==> src/rtl/core/aae_pkg.sv <==
// types and constants shared by the adaptive arithmetic encoder
// no dependencies
package aae_pkg;

   localparam int CW = 24;  // cumulative count width
   localparam int RW = 31;  // code register width
   localparam int PW = 32;  // pending count width
   localparam int SYMW = 8;
   localparam int ALW = 9;
   localparam int GRP = 16; // cells per select group

   localparam logic [RW-1:0] TOP_VAL  = 31'h7FFF_FFFF;
   localparam logic [RW-1:0] QTR1_VAL = 31'h2000_0000;
   localparam logic [RW-1:0] QTR3_VAL = 31'h6000_0000;

   localparam logic CMD_ENCODE = 1'b0;
   localparam logic CMD_FINISH = 1'b1;

   typedef enum logic [3:0] {
      ST_IDLE,
      ST_PREP,
      ST_CLAMP,
      ST_DIV,
      ST_MUL,
      ST_HIGH,
      ST_LOW,
      ST_HALF,
      ST_QUART,
      ST_UPDATE,
      ST_FLUSH
   } enc_state_type;

   typedef struct packed {
      logic init;
      logic bump;
   } cell_ctl_type;

endpackage

==> src/rtl/core/aae_div.sv <==
// restoring divider, one quotient bit a cycle
// depends on aae_pkg
module aae_div import aae_pkg::*; (
   input  logic          clock,
   input  logic          reset,
   input  logic          start,
   input  logic [31:0]   num,
   input  logic [CW-1:0] den,
   output logic          done,
   output logic [RW-1:0] quot
);

   logic [CW:0]   rem_ff, rem_in;
   logic [31:0]   q_ff, q_in;
   logic [4:0]    cnt_ff, cnt_in;
   logic          run_ff, run_in;
   logic [CW:0]   trial;
   logic          ge;

   assign trial = {rem_ff[CW-1:0], q_ff[31]};
   assign ge    = (trial >= {1'b0, den});
   assign done  = run_ff && (cnt_ff == 5'd31);
   assign quot  = q_ff[RW-1:0];

   always_comb begin
      rem_in = rem_ff;
      q_in   = q_ff;
      cnt_in = cnt_ff;
      run_in = run_ff;
      if (start) begin
         rem_in = '0;
         q_in   = num;
         cnt_in = '0;
         run_in = 1'b1;
      end else if (run_ff) begin
         rem_in = ge ? (trial - {1'b0, den}) : trial;
         q_in   = {q_ff[30:0], ge};
         cnt_in = cnt_ff + 5'd1;
         if (done) begin
            run_in = 1'b0;
         end
      end
   end

   always_ff @(posedge clock) begin
      if (reset) begin
         run_ff <= 1'b0;
         cnt_ff <= '0;
      end else begin
         run_ff <= run_in;
         cnt_ff <= cnt_in;
      end
      rem_ff <= rem_in;
      q_ff   <= q_in;
   end

endmodule

==> config.mk <==
export PLATFORM = sky130hd
export DESIGN_NAME = aae_div
export DESIGN_NICKNAME = d
export VERILOG_FILES = /design/src/rtl/core/aae_pkg.sv /design/src/rtl/core/aae_div.sv
export SDC_FILE = /design/constraint.sdc
export NUM_CORES = 1
export LEC_CHECK = 0
export ABC_AREA = 0
export BUFFER_PORTS_ARGS = -buffer_cell sky130_fd_sc_hd__buf_2
export CAP_MARGIN = 0
export CORE_MARGIN = 2
export CORE_UTILIZATION = 45
export DETAILED_ROUTE_END_ITERATION = 6
export GPL_ROUTABILITY_DRIVEN = 0
export PLACE_DENSITY = 0.68
export SYNTH_ARGS = -nofsm -noshare
export SYNTH_HDL_FRONTEND = slang
export SYNTH_SLANG_ARGS = --single-unit
export TNS_END_PERCENT = 10
==> constraint.sdc <==
create_clock -name clock -period 4.7 [get_ports clock]
set_clock_uncertainty 0.15 [all_clocks]
set_input_delay 0.235 -clock clock [delete_from_list [all_inputs] [get_ports clock]]
set_output_delay 0.235 -clock clock [all_outputs]
set_load 0.02 [all_outputs]
* Word-level counts from Yosys, hierarchy flattened *
Cells that the tools add are included.

cells by class
  order comparisons = 1
  mux-type cells = 6
  equality and inequality tests = 1
  reduce and logical (&&, ||, !) cells = 3
  add/subtract/negate cells = 2

operators by type and width
  operator                                     count
  2-to-1 mux 32 bit                            2
  >= comparator 25 x 24 -> 1 bit               1
  2-to-1 mux 24 bit                            1
  subtractor 24 bit                            1
  adder 5 x 1 -> 5 bit, second input constant  1
  equality test 5 bit, second input constant   1
  2-to-1 mux 1 bit                             3
  nonzero test 2 bit                           1
  OR reduction 2 bit                           1
  logical AND 1 bit                            1

word-level totals
  flip-flop bits (word level) = 62
  input bits = 59
  logic and storage cells = 17
  output and inout port bits = 32

* Logic depth before layout (Yosys ltp) *
  depth after elaboration = 5
  mapped depth = 12
  gate-level depth less buffers = 11

* Worst setup path after synthesis *
OpenSTA, ideal clock, no wires.

  path kind = register to register
  from = reg rem_ff[5]
  to = reg rem_ff[19]
  library setup time = 0.091 ns
  stages on the path, launching flop included = 10
  buffers on the path = 1
  arrival time = 2.487 ns
  setup slack = 1.972 ns
  clock period less this slack = 2.728 ns
  required time = 4.459 ns
  cells stage by stage = dfxtp_1 > ha_1 > buf_2 > a2111o_1 > o2111ai_2 > nand3b_1 > a31oi_1 > mux2_2 > a31o_2 > a311oi_1

on the way
  cells in the longest elaborated chain, start to end = 2
  elaborated cells on any way between the ends = 3
  those cells by class = add/sub: 1; order compare: 1; mux: 1

ends and longest elaborated chain
  what                                                                        line                          source
  start: declaration                                                          aae_div.sv:13                 logic [CW:0] rem_ff, rem_in;
  start signal: assignment                                                    aae_div.sv:53                 rem_ff <= rem_in;
  subtractor 24 bit / >= comparator 25 x 24 -> 1 bit (equally long branches)  aae_div.sv:36, aae_div.sv:21
  2-to-1 mux 24 bit *                                                         aae_div.sv:36                 rem_in = ge ? (trial - {1'b0, den}) : trial;

Mark *: on every way between the ends. The rest lies on a longest branch, timed or not.
A chain may end at the register's enable or synchronous reset.

* Final worst setup path *
  from = reg rem_ff[19]
  to = reg rem_ff[12]

on the way
  cells in the longest elaborated chain, start to end = 2

ends and longest elaborated chain
  what                            line           source
  >= comparator 25 x 24 -> 1 bit  aae_div.sv:21  assign ge = (trial >= {1'b0, den});
  2-to-1 mux 24 bit               aae_div.sv:36

No other way between the ends.

==> reports/summary.txt <==
placed cells: 590
Worst slew margin: 0.1926
routed len/inst: 14.45 um
TritonCTS clock tree: done
initial antenna violation count: 0
Seq. cell area: 1562 sq um
Worst-Skew Late Latency: 0.35 ns
Synth-to-Final Area Change: 11.62%
Fill cells: 870
Root Buffer: clkbuf_8
yosys warns: 0
final hold vios: 0
sequential share of the synthesized area: 0.3737
H-tree Lvls: 3
Antenna Cells: 0
Yosys reg bits: 62
die area: 10,070 sq um
Least-Margin Pin Slew: 1.210 ns
Worst R2R Start: rem_ff[19]
Vias: 3,264
CP Data Arrival Time: 3.14 ns
Metal-1 WL: 4.147 mm
setup bufs post-CTS: 0
Starting Density: 0.4588
Clk pin slew, worst setup/hold paths: 0.08 ns
VDD IR max: 0.1750 mV
Fin Hold WS: 0.03148 ns
Mapped Area: 4179 sq um
die width: 100.4 um
die height: 100.4 um
post-synth cell types: 47
Worst setup SP type: flip-flop
CTS Buf Count: 9
crit path kind: flip-flop to flip-flop
Worst Path Max Fanout: 37
fin crit share: 0.6562
DRC: 0
Final Max Slew Viols: 0
status: finished, final reports clean
static leakage: 2.101 nW
Overflow after GRT: 0
pin count of the biggest net entering global routing: 57
global-route usage over all layers: 0.1761
clock sink total: 62
min-delay src: num[20]
I/O Pins: 91
vias in the first global route: 3,092
Final min period: 3.084 ns
Setup crit end kind: flip-flop
DR top layer: met4
Max Clk Rate: 324.3 MHz
CTS max path bufs: 2
Final nets: 577
multi-input logic area: 2163 sq um
Worst Path Required: 4.75 ns
Final Util: 0.5121
Avg Vias per Cell: 5.377
DRT Wirelength: 8.773 mm
# setup viols final: 0
Met2 Routed Length: 4.056 mm
DP Wirelength: 6.433 mm
RSZ-0062 raised after global routing: no
Synth Flop Type: edfxtp_1
Core Box Area: 9109 sq um
Rows: 35
maxcap violations: 0
Async S/R FF share, synth: 0
share of layout cells above drive strength 1: 0.2923
Synth Net Count: 524
# port buffers: 90
final setup TNS: 0 ns
Finished Layout Cells: 607
Post-DRT Antenna Nets: 0
synthesized netlist cell count: 438
Post-synth EDFFs: 32
PD cells: 326.9 nW/um^2
metal3 WL: 427 um
1st-iter DRT viols: 161
Avg Synthesized Cell Area: 9.541 sq um
CP startpoint: rem_ff[19]
first-pass GRT wire length: 14.13 mm
TritonRoute pass-1 iters: 4
Hold Crit Class: primary input to flip-flop
==> synth_stat cells, drive strengths merged (4+ instances only) <==
cell,instances,area share
nor2b,7,0.010
a31oi,6,0.010
mux2i,12,0.029
a211oi,12,0.022
a21o,5,0.0090
o21a,4,0.0072
xnor2,11,0.023
edfxtp,32,0.23
nand2b,4,0.0060
nor3,11,0.013
nor2,36,0.032
a32oi,5,0.010
inv,32,0.029
ha,26,0.078
nand2,19,0.017
clkbuf,13,0.012
a21oi,32,0.038
nand3,7,0.0084
a311oi,4,0.0084
buf,39,0.068
dfxtp,30,0.14
xor2,8,0.017
o21ai,15,0.018
nand4,6,0.0090
and3,6,0.0090
mux2,32,0.086
==> stage by stage <==
stage / cell area [sq um] / total power, mW / setup slack (ns)
after floorplan: 4179 / 0.9923 / 1.972
after global placement: 4457 / 1.048 / 1.662
after detailed placement: 4457 / 1.057 / 1.568
after CTS: 4664 / 1.539 / 1.624
after global routing: 4664 / 1.610 / 1.355
final: 4664 / 1.525 / 1.616
==> state kept, by name, indices dropped and copies added, names as in the netlist <==
register / count
cnt_ff: 5
q_ff: 32
rem_ff: 24
run_ff: 1
==> cells in the final DEF, fill, tap and decap left out, types with 2 or more instances in the layout <==
cell type / count
clkinv_4: 2
a32oi_1: 5
nand2_1: 19
xor2_1: 8
mux2_2: 32
a21oi_1: 32
o211ai_1: 2
mux2i_1: 12
nor3_1: 11
nor2_1: 36
a2111o_1: 2
clkbuf_8: 9
clkinv_2: 2
dfxtp_1: 30
o31ai_1: 3
buf_2: 90
inv_1: 32
o21ai_0: 15
o21a_1: 4
nand3_1: 7
a21o_1: 5
a311oi_1: 4
a211oi_1: 12
nor2b_1: 7
o31a_1: 3
xnor2_1: 11
a31oi_1: 5
and3_1: 6
buf_4: 3
ha_1: 26
nand4_1: 6
or3_1: 2
nand2b_1: 4
edfxtp_1: 32
==> routing by layer <==
metal | track usage | vias up
met5 | 0 | -
met4 | 0.06849 | 0
met3 | 0.04248 | 14
met2 | 0.2855 | 87
met1 | 0.2270 | 1508
li1 | - | 1655
==> path summary, 6_finish.rpt <==
check	to	slack [ns]	cells past startpoint
worst min register to register	rem_ff[7]	0.34	2
worst max-delay path	rem_ff[12]	1.62	9
worst min-delay path	q_ff[20]	0.03	2
worst max register to register	rem_ff[12]	1.62	9
==> final cells by class <==
type | count | share of cell area
inverter | 32 | 0.02575
clock buffer | 9 | 0.02656
multi-input combinational | 292 | 0.4638
timing repair buffer | 94 | 0.1035
sequential | 62 | 0.3348
tap | 111 | 0.02977
clock inverter | 7 | 0.01583
==> cell families (layout without fill, tap and decap cells) <==
kind of cell / Yosys count / in the layout / synth area share
AO/OA/AOI/OAI: 101 / 101 / 0.1668
AND/OR/NAND/NOR: 101 / 101 / 0.1135
buffers and inverters: 84 / 142 / 0.1087
flip-flops: 62 / 62 / 0.3737
multiplexers: 44 / 44 / 0.1150
adder cells (fa/ha/maj): 27 / 27 / 0.08263
XOR/XNOR: 19 / 19 / 0.03982
==> worst max-delay path: stages, from the launching register on <==
cell and delay (ns):
dfxtp_1 0.34, ha_1 0.34, a21oi_1 0.15, o21ai_0 0.19, a41o_1 0.25, a2111o_1 0.46, a41oi_4 0.29, buf_4 0.42
mux2i_1 0.24, a211oi_1 0.09
==> report_power, final <==
| part | total [mW] | switching [mW] | internal, mW | leakage, nW |
|---|---|---|---|---|
| combinational | 0.394 | 0.226 | 0.167 | 1.43 |
| sequential | 0.652 | 0.0279 | 0.624 | 0.568 |
| clock | 0.479 | 0.232 | 0.247 | 0.0996 |
| total | 1.52 | 0.487 | 1.04 | 2.10 |
==> what timing repair did <==
action / 4_1_cts / 5_1_grt
hold buffers: 1 / 0
resized for setup: 0 / 0
hold endpoints to repair: 6 / 0
Power figures use the tool's default switching activity.
